===== src/design/tdp_pkg.sv =====
// tdp_pkg: types, constants and helper functions for the time-of-day literal parser
// no dependencies; imported by every design file of the block

package tdp_pkg;

    localparam int unsigned CHAR_W  = 8;
    localparam int unsigned FIELD_W = 16;
    localparam int unsigned FRAC_W  = 10;
    localparam int unsigned SEC_W   = 28;
    localparam int unsigned TIME_W  = 38;
    localparam int unsigned COUNT_W = 8;

    localparam logic [3:0] LONG_LEN = 4'd11;

    localparam logic [CHAR_W-1:0] CH_NUL   = 8'h00;
    localparam logic [CHAR_W-1:0] CH_COLON = 8'h3A;
    localparam logic [CHAR_W-1:0] CH_DOT   = 8'h2E;
    localparam logic [CHAR_W-1:0] CH_HASH  = 8'h23;
    localparam logic [CHAR_W-1:0] CH_ZERO  = 8'h30;
    localparam logic [CHAR_W-1:0] CH_NINE  = 8'h39;
    localparam logic [CHAR_W-1:0] CH_T_LO  = 8'h74;
    localparam logic [CHAR_W-1:0] CH_T_UP  = 8'h54;
    localparam logic [CHAR_W-1:0] CH_O_LO  = 8'h6F;
    localparam logic [CHAR_W-1:0] CH_O_UP  = 8'h4F;
    localparam logic [CHAR_W-1:0] CH_D_LO  = 8'h64;
    localparam logic [CHAR_W-1:0] CH_D_UP  = 8'h44;
    localparam logic [CHAR_W-1:0] CH_I_LO  = 8'h69;
    localparam logic [CHAR_W-1:0] CH_I_UP  = 8'h49;

    localparam logic [FIELD_W-1:0] FIELD_MAX = 16'hFFFF;
    localparam logic [SEC_W-1:0]   SEC_PER_HOUR = 28'd3600;
    localparam logic [SEC_W-1:0]   SEC_PER_MIN  = 28'd60;
    localparam logic [TIME_W-1:0]  MS_PER_SEC   = 38'd1000;

    typedef enum logic [3:0] {
        PH_START,
        PH_T,
        PH_TO,
        PH_LONG,
        PH_HASH,
        PH_BODY,
        PH_HOURS,
        PH_MIN,
        PH_SEC,
        PH_FRAC,
        PH_STOP
    } t_phase;

    typedef struct packed {
        logic               status;
        logic [SEC_W-1:0]   seconds;
        logic [FRAC_W-1:0]  msec;
        logic [COUNT_W-1:0] count;
    } t_sum;

    // character of the long prefix at a position, lower or upper spelling
    function automatic logic [CHAR_W-1:0] long_char(input logic upper, input logic [3:0] idx);
        logic [CHAR_W-1:0] lo;
        unique case (idx)
            4'd0:    lo = 8'h74;
            4'd1:    lo = 8'h69;
            4'd2:    lo = 8'h6D;
            4'd3:    lo = 8'h65;
            4'd4:    lo = 8'h5F;
            4'd5:    lo = 8'h6F;
            4'd6:    lo = 8'h66;
            4'd7:    lo = 8'h5F;
            4'd8:    lo = 8'h64;
            4'd9:    lo = 8'h61;
            4'd10:   lo = 8'h79;
            default: lo = CH_NUL;
        endcase
        if (upper && lo != 8'h5F) begin
            return lo & 8'hDF;
        end
        return lo;
    endfunction

    function automatic logic is_digit(input logic [CHAR_W-1:0] c);
        return (c >= CH_ZERO) && (c <= CH_NINE);
    endfunction

    // decimal accumulate, saturating at the field maximum
    function automatic logic [FIELD_W-1:0] accum(input logic [FIELD_W-1:0] v,
                                                 input logic [3:0] d);
        logic [FIELD_W+3:0] n;
        n = ({4'b0, v} << 3) + ({4'b0, v} << 1) + {16'b0, d};
        return (n > {4'b0, FIELD_MAX}) ? FIELD_MAX : n[FIELD_W-1:0];
    endfunction

endpackage


===== src/design/tdp_if.sv =====
// tdp_if: request channel interfaces (valid/ready) for characters and results
// depends on tdp_pkg

interface tdp_char_if
    import tdp_pkg::*;
();
    logic              valid;
    logic              ready;
    logic [CHAR_W-1:0] char_code;

    modport source (output valid, output char_code, input ready);
    modport sink   (input valid, input char_code, output ready);
endinterface

interface tdp_res_if
    import tdp_pkg::*;
();
    logic               valid;
    logic               ready;
    logic               status;
    logic [TIME_W-1:0]  time_ms;
    logic [COUNT_W-1:0] consumed_chars;

    modport source (output valid, output status, output time_ms, output consumed_chars,
                    input ready);
    modport sink   (input valid, input status, input time_ms, input consumed_chars,
                    output ready);
endinterface


===== src/design/time_of_day_literal_parser.sv =====
// time_of_day_literal_parser: top level of the time-of-day literal parser
// depends on tdp_pkg, tdp_if, tdp_parser and tdp_scale
//
// characters come in on i_char, one per request, and a zero character ends a literal;
// optional prefix: tod in any case, or the long time-of-day word all lower or all upper,
// followed by #; then hh[:mm[:ss[.fff]]]
// exactly one request leaves on o_result per terminator: status, time_ms, consumed_chars;
// other characters give no result
// a terminator's result passes from the input register through the state machine into a sum
// register, then through the times-1000 multiply into the output register that drives o_result
// throughput: one character per cycle while no terminator waits for the sum register
// when o_result is stalled, results queue in the sum and output registers and the
// input register; characters other than terminators keep flowing, and a terminator
// waits in the input register until the sum register frees up
// synchronous reset clears all valids and returns the parser to the start of a literal

module time_of_day_literal_parser
    import tdp_pkg::*;
#(
    parameter int unsigned LENGTH_LIMIT = 255
) (
    input  logic      i_clk,
    input  logic      i_rst_n,
    tdp_char_if.sink  i_char,
    tdp_res_if.source o_result
);

    logic sum_valid;
    logic sum_ready;
    t_sum sum;

    tdp_parser #(
        .LENGTH_LIMIT(LENGTH_LIMIT)
    ) u_parser (
        .i_clk       (i_clk),
        .i_rst_n     (i_rst_n),
        .i_char      (i_char),
        .o_sum_valid (sum_valid),
        .i_sum_ready (sum_ready),
        .o_sum       (sum)
    );

    tdp_scale u_scale (
        .i_clk       (i_clk),
        .i_rst_n     (i_rst_n),
        .i_sum_valid (sum_valid),
        .o_sum_ready (sum_ready),
        .i_sum       (sum),
        .o_result    (o_result)
    );

endmodule


===== src/design/tdp_parser.sv =====
// tdp_parser: input register, literal state machine and seconds/fraction result register
// depends on tdp_pkg and tdp_if

module tdp_parser
    import tdp_pkg::*;
#(
    parameter int unsigned LENGTH_LIMIT = 255
) (
    input  logic         i_clk,
    input  logic         i_rst_n,
    tdp_char_if.sink     i_char,
    output logic         o_sum_valid,
    input  logic         i_sum_ready,
    output t_sum         o_sum
);

    localparam int unsigned LIM_W = $clog2(LENGTH_LIMIT + 1);
    localparam int unsigned CW    = (LIM_W > COUNT_W) ? LIM_W : COUNT_W;
    localparam logic [CW-1:0] LIMIT = CW'(LENGTH_LIMIT);

    logic              r_in_valid;
    logic [CHAR_W-1:0] r_in_char;

    t_phase             r_phase, n_phase;
    logic [3:0]         r_prefix_idx, n_prefix_idx;
    logic               r_upper, n_upper;
    logic [FIELD_W-1:0] r_hours, n_hours;
    logic [FIELD_W-1:0] r_minutes, n_minutes;
    logic [FIELD_W-1:0] r_seconds, n_seconds;
    logic [FRAC_W-1:0]  r_frac, n_frac;
    logic [1:0]         r_frac_digits, n_frac_digits;
    logic [CW-1:0]      r_count, n_count;
    logic               r_error, n_error;

    logic          r_sum_valid;
    t_sum          r_sum, n_sum;

    logic          sum_free;
    logic          is_term;
    logic          take;
    logic          ok;
    logic [3:0]    dig;
    logic [CW-1:0] count_inc;
    logic [13:0]   frac_next;

    assign sum_free  = !r_sum_valid || i_sum_ready;
    assign is_term   = (r_in_char == CH_NUL);
    assign take      = r_in_valid && (!is_term || sum_free);
    assign i_char.ready = !r_in_valid || take;
    assign dig       = r_in_char[3:0];
    assign count_inc = (r_count < LIMIT) ? r_count + 1'b1 : r_count;
    assign frac_next = ({4'b0, r_frac} << 3) + ({4'b0, r_frac} << 1) + {10'b0, dig};

    assign o_sum_valid = r_sum_valid;
    assign o_sum       = r_sum;

    always_ff @(posedge i_clk) begin
        if (!i_rst_n) begin
            r_in_valid <= 1'b0;
        end else if (i_char.ready) begin
            r_in_valid <= i_char.valid;
        end
        if (i_char.ready && i_char.valid) begin
            r_in_char <= i_char.char_code;
        end
    end

    always_ff @(posedge i_clk) begin
        if (!i_rst_n) begin
            r_phase       <= PH_START;
            r_prefix_idx  <= '0;
            r_upper       <= 1'b0;
            r_hours       <= '0;
            r_minutes     <= '0;
            r_seconds     <= '0;
            r_frac        <= '0;
            r_frac_digits <= '0;
            r_count       <= '0;
            r_error       <= 1'b0;
            r_sum_valid   <= 1'b0;
        end else begin
            r_phase       <= n_phase;
            r_prefix_idx  <= n_prefix_idx;
            r_upper       <= n_upper;
            r_hours       <= n_hours;
            r_minutes     <= n_minutes;
            r_seconds     <= n_seconds;
            r_frac        <= n_frac;
            r_frac_digits <= n_frac_digits;
            r_count       <= n_count;
            r_error       <= n_error;
            if (take && is_term) begin
                r_sum_valid <= 1'b1;
            end else if (i_sum_ready) begin
                r_sum_valid <= 1'b0;
            end
        end
    end

    always_ff @(posedge i_clk) begin
        if (take && is_term) begin
            r_sum <= n_sum;
        end
    end

    // literal state machine
    always_comb begin
        n_phase       = r_phase;
        n_prefix_idx  = r_prefix_idx;
        n_upper       = r_upper;
        n_hours       = r_hours;
        n_minutes     = r_minutes;
        n_seconds     = r_seconds;
        n_frac        = r_frac;
        n_frac_digits = r_frac_digits;
        n_count       = r_count;
        n_error       = r_error;

        ok = !r_error && (r_phase == PH_HOURS || r_phase == PH_MIN || r_phase == PH_SEC ||
                          r_phase == PH_FRAC || r_phase == PH_STOP);
        n_sum.status  = !ok;
        n_sum.seconds = '0;
        n_sum.msec    = '0;
        n_sum.count   = '0;
        if (ok) begin
            n_sum.seconds = {12'b0, r_hours} * SEC_PER_HOUR + {12'b0, r_minutes} * SEC_PER_MIN
                            + {12'b0, r_seconds};
            unique case (r_frac_digits)
                2'd0: n_sum.msec = '0;
                2'd1: n_sum.msec = FRAC_W'(r_frac * 7'd100);
                2'd2: n_sum.msec = FRAC_W'(r_frac * 4'd10);
                2'd3: n_sum.msec = r_frac;
            endcase
            n_sum.count = r_count[COUNT_W-1:0];
        end

        if (take) begin
            if (is_term) begin
                n_phase       = PH_START;
                n_prefix_idx  = '0;
                n_upper       = 1'b0;
                n_hours       = '0;
                n_minutes     = '0;
                n_seconds     = '0;
                n_frac        = '0;
                n_frac_digits = '0;
                n_count       = '0;
                n_error       = 1'b0;
            end else if (!r_error) begin
                unique case (r_phase)
                    PH_START: begin
                        if (r_in_char == CH_T_LO || r_in_char == CH_T_UP) begin
                            n_upper = (r_in_char == CH_T_UP);
                            n_count = count_inc;
                            n_phase = PH_T;
                        end else if (is_digit(r_in_char)) begin
                            n_hours = accum(r_hours, dig);
                            n_count = count_inc;
                            n_phase = PH_HOURS;
                        end else if (r_in_char == CH_COLON) begin
                            n_count = count_inc;
                            n_phase = PH_MIN;
                        end else begin
                            n_error = 1'b1;
                        end
                    end
                    PH_T: begin
                        if (r_in_char == CH_O_LO || r_in_char == CH_O_UP) begin
                            n_count = count_inc;
                            n_phase = PH_TO;
                        end else if (r_in_char == (r_upper ? CH_I_UP : CH_I_LO)) begin
                            n_count      = count_inc;
                            n_prefix_idx = 4'd2;
                            n_phase      = PH_LONG;
                        end else begin
                            n_error = 1'b1;
                        end
                    end
                    PH_TO: begin
                        if (r_in_char == CH_D_LO || r_in_char == CH_D_UP) begin
                            n_count = count_inc;
                            n_phase = PH_HASH;
                        end else begin
                            n_error = 1'b1;
                        end
                    end
                    PH_LONG: begin
                        if (r_prefix_idx < LONG_LEN &&
                            r_in_char == long_char(r_upper, r_prefix_idx)) begin
                            n_count      = count_inc;
                            n_prefix_idx = r_prefix_idx + 1'b1;
                            if (n_prefix_idx >= LONG_LEN) begin
                                n_phase = PH_HASH;
                            end
                        end else begin
                            n_error = 1'b1;
                        end
                    end
                    PH_HASH: begin
                        if (r_in_char == CH_HASH) begin
                            n_count = count_inc;
                            n_phase = PH_BODY;
                        end else begin
                            n_error = 1'b1;
                        end
                    end
                    PH_BODY, PH_HOURS: begin
                        if (is_digit(r_in_char)) begin
                            n_hours = accum(r_hours, dig);
                            n_count = count_inc;
                            n_phase = PH_HOURS;
                        end else if (r_in_char == CH_COLON) begin
                            n_count = count_inc;
                            n_phase = PH_MIN;
                        end else begin
                            n_error = 1'b1;
                        end
                    end
                    PH_MIN: begin
                        if (is_digit(r_in_char)) begin
                            n_minutes = accum(r_minutes, dig);
                            n_count   = count_inc;
                        end else if (r_in_char == CH_COLON) begin
                            n_count = count_inc;
                            n_phase = PH_SEC;
                        end else begin
                            n_phase = PH_STOP;
                        end
                    end
                    PH_SEC: begin
                        if (is_digit(r_in_char)) begin
                            n_seconds = accum(r_seconds, dig);
                            n_count   = count_inc;
                        end else if (r_in_char == CH_DOT) begin
                            n_count = count_inc;
                            n_phase = PH_FRAC;
                        end else begin
                            n_phase = PH_STOP;
                        end
                    end
                    PH_FRAC: begin
                        if (is_digit(r_in_char)) begin
                            if (r_frac_digits != 2'd3) begin
                                n_frac        = frac_next[FRAC_W-1:0];
                                n_frac_digits = r_frac_digits + 1'b1;
                            end
                            n_count = count_inc;
                        end else begin
                            n_phase = PH_STOP;
                        end
                    end
                    PH_STOP: begin
                        n_phase = PH_STOP;
                    end
                    default: begin
                        n_error = 1'b1;
                    end
                endcase
            end
        end
    end

endmodule


===== src/design/tdp_scale.sv =====
// tdp_scale: converts seconds plus milliseconds to a millisecond count, output register
// depends on tdp_pkg and tdp_if

module tdp_scale
    import tdp_pkg::*;
(
    input  logic      i_clk,
    input  logic      i_rst_n,
    input  logic      i_sum_valid,
    output logic      o_sum_ready,
    input  t_sum      i_sum,
    tdp_res_if.source o_result
);

    logic               r_valid;
    logic               r_status;
    logic [TIME_W-1:0]  r_time;
    logic [COUNT_W-1:0] r_count;
    logic               load;

    assign o_sum_ready = !r_valid || o_result.ready;
    assign load        = i_sum_valid && o_sum_ready;

    always_ff @(posedge i_clk) begin
        if (!i_rst_n) begin
            r_valid <= 1'b0;
        end else if (o_sum_ready) begin
            r_valid <= i_sum_valid;
        end
    end

    always_ff @(posedge i_clk) begin
        if (load) begin
            r_status <= i_sum.status;
            r_time   <= {10'b0, i_sum.seconds} * MS_PER_SEC + {28'b0, i_sum.msec};
            r_count  <= i_sum.count;
        end
    end

    assign o_result.valid          = r_valid;
    assign o_result.status         = r_status;
    assign o_result.time_ms        = r_time;
    assign o_result.consumed_chars = r_count;

endmodule


===== src/flat_wrapper.sv =====
// flat-port wrapper written by rule: the top's interface ports become plain ports
module time_of_day_literal_parser_flat import tdp_pkg::*;
#(
    parameter int unsigned LENGTH_LIMIT = 255
)
  (i_clk, i_rst_n, i_char_valid, i_char_char_code, i_char_ready, o_result_valid, o_result_status, o_result_time_ms, o_result_consumed_chars, o_result_ready);
  tdp_char_if i_char_i ();
  tdp_res_if o_result_i ();
  input  logic i_clk;
  input  logic i_rst_n;
  input wire logic [$bits(i_char_i.valid)-1:0] i_char_valid;
  input wire logic [$bits(i_char_i.char_code)-1:0] i_char_char_code;
  output wire logic [$bits(i_char_i.ready)-1:0] i_char_ready;
  output wire logic [$bits(o_result_i.valid)-1:0] o_result_valid;
  output wire logic [$bits(o_result_i.status)-1:0] o_result_status;
  output wire logic [$bits(o_result_i.time_ms)-1:0] o_result_time_ms;
  output wire logic [$bits(o_result_i.consumed_chars)-1:0] o_result_consumed_chars;
  input wire logic [$bits(o_result_i.ready)-1:0] o_result_ready;
  assign i_char_i.valid = i_char_valid;
  assign i_char_i.char_code = i_char_char_code;
  assign i_char_ready = i_char_i.ready;
  assign o_result_valid = o_result_i.valid;
  assign o_result_status = o_result_i.status;
  assign o_result_time_ms = o_result_i.time_ms;
  assign o_result_consumed_chars = o_result_i.consumed_chars;
  assign o_result_i.ready = o_result_ready;
  time_of_day_literal_parser #(.LENGTH_LIMIT(LENGTH_LIMIT)) u_core (.i_clk(i_clk), .i_rst_n(i_rst_n), .i_char(i_char_i), .o_result(o_result_i));
endmodule

===== config.mk =====
export PLATFORM = sky130hd
export DESIGN_NAME = time_of_day_literal_parser_flat
export DESIGN_NICKNAME = d
export VERILOG_FILES = /design/src/design/tdp_pkg.sv /design/src/design/tdp_if.sv /design/src/design/time_of_day_literal_parser.sv /design/src/design/tdp_parser.sv /design/src/design/tdp_scale.sv /design/src/flat_wrapper.sv
export SDC_FILE = /design/constraint.sdc
export NUM_CORES = 1
export LEC_CHECK = 0
export BUFFER_PORTS_ARGS = -buffer_cell sky130_fd_sc_hd__buf_2
export CAP_MARGIN = 30
export CORE_MARGIN = 5
export CORE_UTILIZATION = 40
export CTS_CLUSTER_SIZE = 20
export DETAILED_ROUTE_END_ITERATION = 8
export GPL_TIMING_DRIVEN = 0
export SLEW_MARGIN = 10
export SYNTH_ARGS = -nofsm -noshare
export SYNTH_HDL_FRONTEND = slang
export SYNTH_SLANG_ARGS = --single-unit

===== constraint.sdc =====
create_clock -name i_clk -period 12.2 [get_ports i_clk]
set_input_delay 2.44 -clock i_clk [delete_from_list [all_inputs] [get_ports i_clk]]
set_output_delay 2.44 -clock i_clk [all_outputs]
set_load 0.02 [all_outputs]

* Word-level counts from Yosys, hierarchy flattened
Memory sizes are Yosys's and may differ from the RTL's. A register that Yosys moved wholly into a read port is not among the register bits. Cells that the tools add are included.
Operators by class: magnitude comparators 8, reductions and logical operators 51, multipliers 5, shift-type cells 0, add/sub/neg operators 14, eq/ne operators 40, bitwise gates (word level) 0, multiplexer cells 100, divide/modulo/power cells 0
Operator list (number):
- 2-to-1 mux 16 bit | 15
- 2-to-1 mux 8 bit | 24
- 2-to-1 mux 4 bit | 21
- case mux 8 bit (8 select lines) | 1
- adder 19 x 17 -> 20 bit | 3
- adder 20 x 4 -> 20 bit | 3
- greater-than comparator 20 x 16 -> 1 bit, second input constant | 3
- 2-to-1 mux 10 bit | 5
- == test 8 x 7 -> 1 bit, second input constant | 6
- case mux 10 bit (4 select lines) | 1
- case mux 4 bit (10 select lines) | 1
- adder 38 x 10 -> 38 bit | 1
- multiplier 28 x 7 -> 35 bit, second input constant | 1
- case mux 16 bit (2 select lines) | 1
- inequality test 3 bit, second input constant | 10
- adder 28 x 16 -> 28 bit | 1
- adder 28 x 22 -> 28 bit | 1
- == test 8 x 6 -> 1 bit, second input constant | 3
- multiplier 16 x 8 -> 24 bit, second input constant | 1
- 2-to-1 mux 1 bit | 21
- multiplier 16 x 4 -> 20 bit, second input constant | 1
- == test 4 x 3 -> 1 bit, second input constant | 4
- AND reduction 4 bit | 4
- nonzero test 2 bit | 8
- 45 further kinds | 78
Storage, ports and cells: flip-flop bits (word level) 183, bits in writable memories 0, word-level logic and storage cells 240, input port bits 12, bits in latches 0, bits in read-only memories 112, output and inout bits 49, memories 1
Memory list:
- (name not given) | words 16, width 7, rd ports 1, clocked after Yosys merged registers in 1, write ports 0, RTL line tdp_pkg.sv:59 | unique case (idx)

* Longest topological paths before layout
depth after elaboration 26, gate-level depth with buffers 27

* Hierarchy
From an unflattened synthesis, not the netlist that was laid out.
Unflattened totals: cells, all modules 2406, area total of the unflattened synthesis 22401.5 um^2
Modules (own cells, without submodules):
- tdp_parser | area each 14914.3 um^2, sequential area each 3393.3 um^2, times used 1, cells each 1650
- tdp_scale | area each 7487.2 um^2, sequential area each 1431.4 um^2, times used 1, cells each 756

* Worst setup path before layout
Ideal clock, no wire load.
path type register -> register, start point register u_core.u_parser.r_sum, in the netlist u_core.u_parser.o_sum[18], end point register u_core.u_scale.r_time[36], in the netlist u_core.u_scale.o_result.time_ms[36] (data pin), data required time 11.926 ns, slack 6.488 ns, arrival time 5.439 ns, cell stages (with the launch flop) 21, cells stage by stage edfxtp_1 -> fa_1 -> fa_1 -> inv_1 -> fa_1 -> fa_1 -> inv_1 -> ha_1 -> o21ai_0 -> nor2_1 -> nor2_1 -> ha_1 -> nand2_1 -> or3b_2 -> nand3_1 -> nand3_1 -> or4_4 -> or3_4 -> nor2_8 -> nand4_1 -> xnor2_1
On the way: cells in the longest elaborated chain, start to end 2
RTL lines:
- start: declaration | RTL line tdp_parser.sv:36 | t_sum r_sum, n_sum;
- start signal: assignment | RTL line tdp_parser.sv:102 | r_sum <= n_sum;
- multiplier 28 x 7 -> 35 bit | RTL line tdp_scale.sv:35 | r_time <= {10'b0, i_sum.seconds} * MS_PER_SEC + {28'b0, i_sum.msec};
- adder 38 x 10 -> 38 bit | RTL line tdp_scale.sv:35
- end signal: assignment | RTL line tdp_scale.sv:35
- end: declaration | RTL line tdp_scale.sv:17 | logic [TIME_W-1:0] r_time;
No other way between the ends. A chain may end at the register's enable or synchronous reset.

* Final worst setup path
start point register u_core.u_parser.r_minutes[0], end point register u_core.u_parser.r_sum, in the netlist u_core.u_parser.o_sum[44] (data pin)
On the way: cells in the longest elaborated chain, start to end 3
RTL lines:
- start: declaration | RTL line tdp_parser.sv:28 | logic [FIELD_W-1:0] r_minutes, n_minutes;
- start signal: assignment | RTL line tdp_parser.sv:86 | r_minutes <= n_minutes;
- multiplier 16 x 4 -> 20 bit | RTL line tdp_parser.sv:126 | n_sum.seconds = {12'b0, r_hours} * SEC_PER_HOUR + {12'b0, r_minutes} * SEC_PER_MIN
- adder 28 x 22 -> 28 bit | RTL line tdp_parser.sv:126
- adder 28 x 16 -> 28 bit | RTL line tdp_parser.sv:127 | + {12'b0, r_seconds};
No other way between the ends.

==> flow_metrics.env <==
export IMPL_crit_arrival_ns=6.85
export IMPL_wl_mm=44.6
export IMPL_synth_yosys_seq_area_share_pct=22.8
export IMPL_synthArstFlopShare_pct=0
export IMPL_yosys_warnings=0
export IMPL_yosysUniqueCellTypes=78
export IMPL_clkLatencyLatePin_ns=0.50
export IMPL_comb_power_share_pct=8.1
export IMPL_globalRouteTotalUtil_pct=16.0
export IMPL_synth_nets=2764
export IMPL_port_buffers=60
export IMPL_grt_max_degree=41
export IMPL_fin_cells=3028
export IMPL_avgSynthCellArea_sq_um=9.41
export IMPL_p_clk_share_pct=43.2
export IMPL_status="finished, final reports clean"
export IMPL_synth_cells=2244
export IMPL_rows=84
export IMPL_post_route_period_util_pct=53.4
export IMPL_synth_common_cells="ha_1, inv_1, fa_1, nor2_1, a21oi_1"
export IMPL_cts_resized=0
export IMPL_drive_gt1_share_pct=5.34
export IMPL_n_fill_cell=5006
export IMPL_clkTransAtPathRegs_ns=0.09
export IMPL_relSlewSlack_pct=27.0
export IMPL_vias=15700
export IMPL_antenna_found_initial=0
export IMPL_rsz0062_at_grt="false"
export IMPL_required_ns=12.53
export IMPL_syn2layout_area_growth_pct=8.85
export IMPL_peakVddDrop_v=0.000108
export IMPL_hold_class="flip-flop to flip-flop"
export IMPL_drc=0
export IMPL_synth_edf_count=102
export IMPL_num_io_pins=61
export IMPL_power_density_nw_per_um2=60.7
export IMPL_place_congestion=0.874
export IMPL_drt_iter0_drc=845
export IMPL_tightest_slew_ns=1.08
export IMPL_grt_pass1_wl_mm=76.3
export IMPL_cts_tree="done"
export IMPL_grt_pass1_vias=15900
export IMPL_cap_violations=0
export IMPL_startpoint="u_core.u_parser.r_minutes[0]$_SDFFE_PN0P_"
export IMPL_synth_top_area_share_pct=19.4
export IMPL_synthesis_area_sq_um=21100
export IMPL_cts_setup_buffers=0
export IMPL_r2r_cells=24
export IMPL_num_antenna_cells=0
export IMPL_p_sw_share_pct=28.0
export IMPL_clockRootBuffer="clkbuf_16"
export IMPL_hpwl_mm=36.5
export IMPL_setup_violations=0
export IMPL_ant_nets=0
export IMPL_die_w_um=240
export IMPL_finalHoldViolCount=0
export IMPL_yosysMostFrequentCell="ha_1"
export IMPL_synthTopCellsByArea="ha_1, fa_1, edfxtp_1, dfxtp_1, inv_1"
export IMPL_period_minus_slack_ns=6.52
export IMPL_start_util_pct=40.3
export IMPL_nNetsFinal=2847
export IMPL_drv_slew=0
export IMPL_numCtsBuffers=17
export IMPL_core_area_sq_um=52400
export IMPL_viasPerCell=5.18
export IMPL_fp_dieH_um=240
export IMPL_grt_overflow=0
export IMPL_clk_path_buf_depth=2
export IMPL_postCtsHoldBufs=0
export IMPL_yosysTopAreaCell="ha_1"
export IMPL_p_switching_mw=0.391
export IMPL_skew_ns=0.0126
export IMPL_r2r_setup_slack_ns=5.68
export IMPL_timing_fmax_ghz=0.153
export IMPL_crit_path_end_kind="flip-flop"
export IMPL_wl_per_cell_um=14.7
export IMPL_rr_startpoint="u_core.u_parser.r_minutes[0]$_SDFFE_PN0P_"
export IMPL_synth_ff_type="edfxtp_1"
export IMPL_dpl_cell_count=2996
export IMPL_die_area_sq_um=57500
export IMPL_clock_sinks=190
export IMPL_reg2reg_to="u_core.u_parser.o_sum[44]$_SDFFCE_PN0P_"
export IMPL_first_pass_iters=7
export IMPL_pwr_share_seq_pct=48.7
export IMPL_endpoint="u_core.u_parser.o_sum[44]$_SDFFCE_PN0P_"
export IMPL_cp_max_fo=6
export IMPL_leakage_nw=11.0
export IMPL_crit_type="flip-flop to flip-flop"
export IMPL_h_tree_depth=4
export IMPL_fin_setup_tns_ns=0
export IMPL_ys_ff_latch=190
export IMPL_intPower_mw=1.00
export IMPL_critPathLaunchType="flip-flop"
-- critical path, stage by stage (launching register included) --
cell and delay, ns:
dfxtp_1 0.59, fa_1 0.51, fa_1 0.52, inv_1 0.06, fa_1 0.39, inv_1 0.07
a21oi_1 0.05, o21ai_0 0.27, a21oi_1 0.11, o21ai_0 0.29, a21o_1 0.18, a21o_1 0.16
a311oi_1 0.17, o41ai_1 0.40, a21oi_1 0.14, xnor2_1 0.33, ha_1 0.31, ha_1 0.35
nand3_1 0.08, o21ai_0 0.26, nor4_1 0.09, nor3_1 0.30, a21oi_1 0.17, or3_1 0.39
a21oi_1 0.16
-- flip-flops by register name, indices dropped and copies added (netlist names), named ones only --
| name | flops |
|---|---|
| u_core.u_parser.o_sum_valid | 1 |
| u_core.u_parser.r_frac_digits | 2 |
| u_core.u_parser.r_error | 1 |
| u_core.u_parser.r_phase | 4 |
| u_core.u_parser.r_upper | 1 |
| u_core.u_parser.r_in_char | 8 |
| u_core.u_parser.r_frac | 10 |
| u_core.u_parser.r_seconds | 16 |
| u_core.u_parser.r_prefix_idx | 4 |
| u_core.u_scale.o_result.status | 1 |
| u_core.u_parser.r_in_valid | 1 |
| u_core.u_scale.o_result.valid | 1 |
| u_core.u_parser.r_hours | 16 |
| u_core.u_parser.r_minutes | 16 |
| u_core.u_scale.o_result.time_ms | 38 |
| u_core.u_parser.r_count | 8 |
| u_core.u_scale.o_result.consumed_chars | 8 |
| u_core.u_parser.o_sum | 47 |
-- placed cells by master (no fill, tap or decap), types with 25 or more instances in the layout --
master      n
a21o_1     38
inv_1     304
xnor2_1   116
buf_2      64
dfxtp_1    88
ha_1      328
xor2_1     50
fa_1      180
a21oi_1   150
edfxtp_1  102
o21ai_0    86
clkbuf_1   45
nand3_1    47
and2_1     25
nand2_1   122
nor3_1     42
nor2_1    166
nand2b_1   26
a22oi_1    25
-- stage by stage --
stage | setup slack (ns) | power (mW) | cell area [sq um] | hold slack (ns) | utilization, %
6_report | 5.68 | 1.39 | 23000 | 0.425 | 43.8
5_1_grt | 5.23 | 1.45 | 23000 | 0.431 | 43.8
4_1_cts | 5.67 | 1.41 | 23000 | 0.428 | 43.8
3_5_place_dp | 5.73 | 0.807 | 22300 | 0.405 | 42.6
3_3_place_gp | 5.92 | 0.805 | 22300 | 0.402 | 42.5
2_1_floorplan | 6.49 | 0.779 | 21100 | 0.400 | -
-- layout make-up --
class | count | area, sq um | area share [%]
buffer | 56 | 233 | 1.01
multi-input combinational | 1693 | 14900 | 64.9
clock buffer | 17 | 425 | 1.85
sequential | 190 | 4820 | 21.0
tap | 688 | 861 | 3.75
inverter | 305 | 1140 | 4.98
clock inverter | 15 | 223 | 0.969
timing repair buffer | 64 | 353 | 1.54
-- power groups by stage --
stage | logic, mW | clock network (mW) | registers (mW)
floorplan | 0.0876 | 0 | 0.692
global placement | 0.110 | 0 | 0.695
detailed placement | 0.113 | 0 | 0.695
CTS | 0.114 | 0.621 | 0.680
global route | 0.129 | 0.644 | 0.680
finish | 0.113 | 0.602 | 0.679
-- layer usage --
metal  share of wire (%)  vias up  global-route usage (%)
li1                    -     7974                       -
met4                 1.5        0                    4.41
met5                   0        -                       0
met1                  47     7485                    20.9
met2                  48      195                    27.7
met3                 2.7       40                    2.27
-- kinds of logic after synthesis --
logic type / after synthesis / synth area share, %
compound gates: 465 / 14.2
fa+ha+maj: 508 / 36.5
simple gates: 554 / 13.0
buf+inv: 361 / 6.52
xor+xnor: 166 / 6.89
flops: 190 / 22.8
-- worst min path at each step --
| stage | end | slack [ns] | cells past startpoint | start |
|---|---|---|---|---|
| after floorplan | u_core.u_scale.o_result.consumed_chars[0]$_DFFE_PP_ | 0.40 | 0 | u_core.u_parser.o_sum[0]$_SDFFCE_PN0P_ |
| after global placement | u_core.u_scale.o_result.consumed_chars[2]$_DFFE_PP_ | 0.40 | 0 | u_core.u_parser.o_sum[2]$_SDFFCE_PN0P_ |
| after detailed placement | u_core.u_scale.o_result.consumed_chars[6]$_DFFE_PP_ | 0.40 | 0 | u_core.u_parser.o_sum[6]$_SDFFCE_PN0P_ |
| after CTS | u_core.u_scale.o_result.consumed_chars[3]$_DFFE_PP_ | 0.43 | 0 | u_core.u_parser.o_sum[3]$_SDFFCE_PN0P_ |
| after global routing | u_core.u_scale.o_result.consumed_chars[2]$_DFFE_PP_ | 0.43 | 0 | u_core.u_parser.o_sum[2]$_SDFFCE_PN0P_ |
| final | u_core.u_scale.o_result.consumed_chars[3]$_DFFE_PP_ | 0.43 | 0 | u_core.u_parser.o_sum[3]$_SDFFCE_PN0P_ |
(Power assumes the default switching activity.)
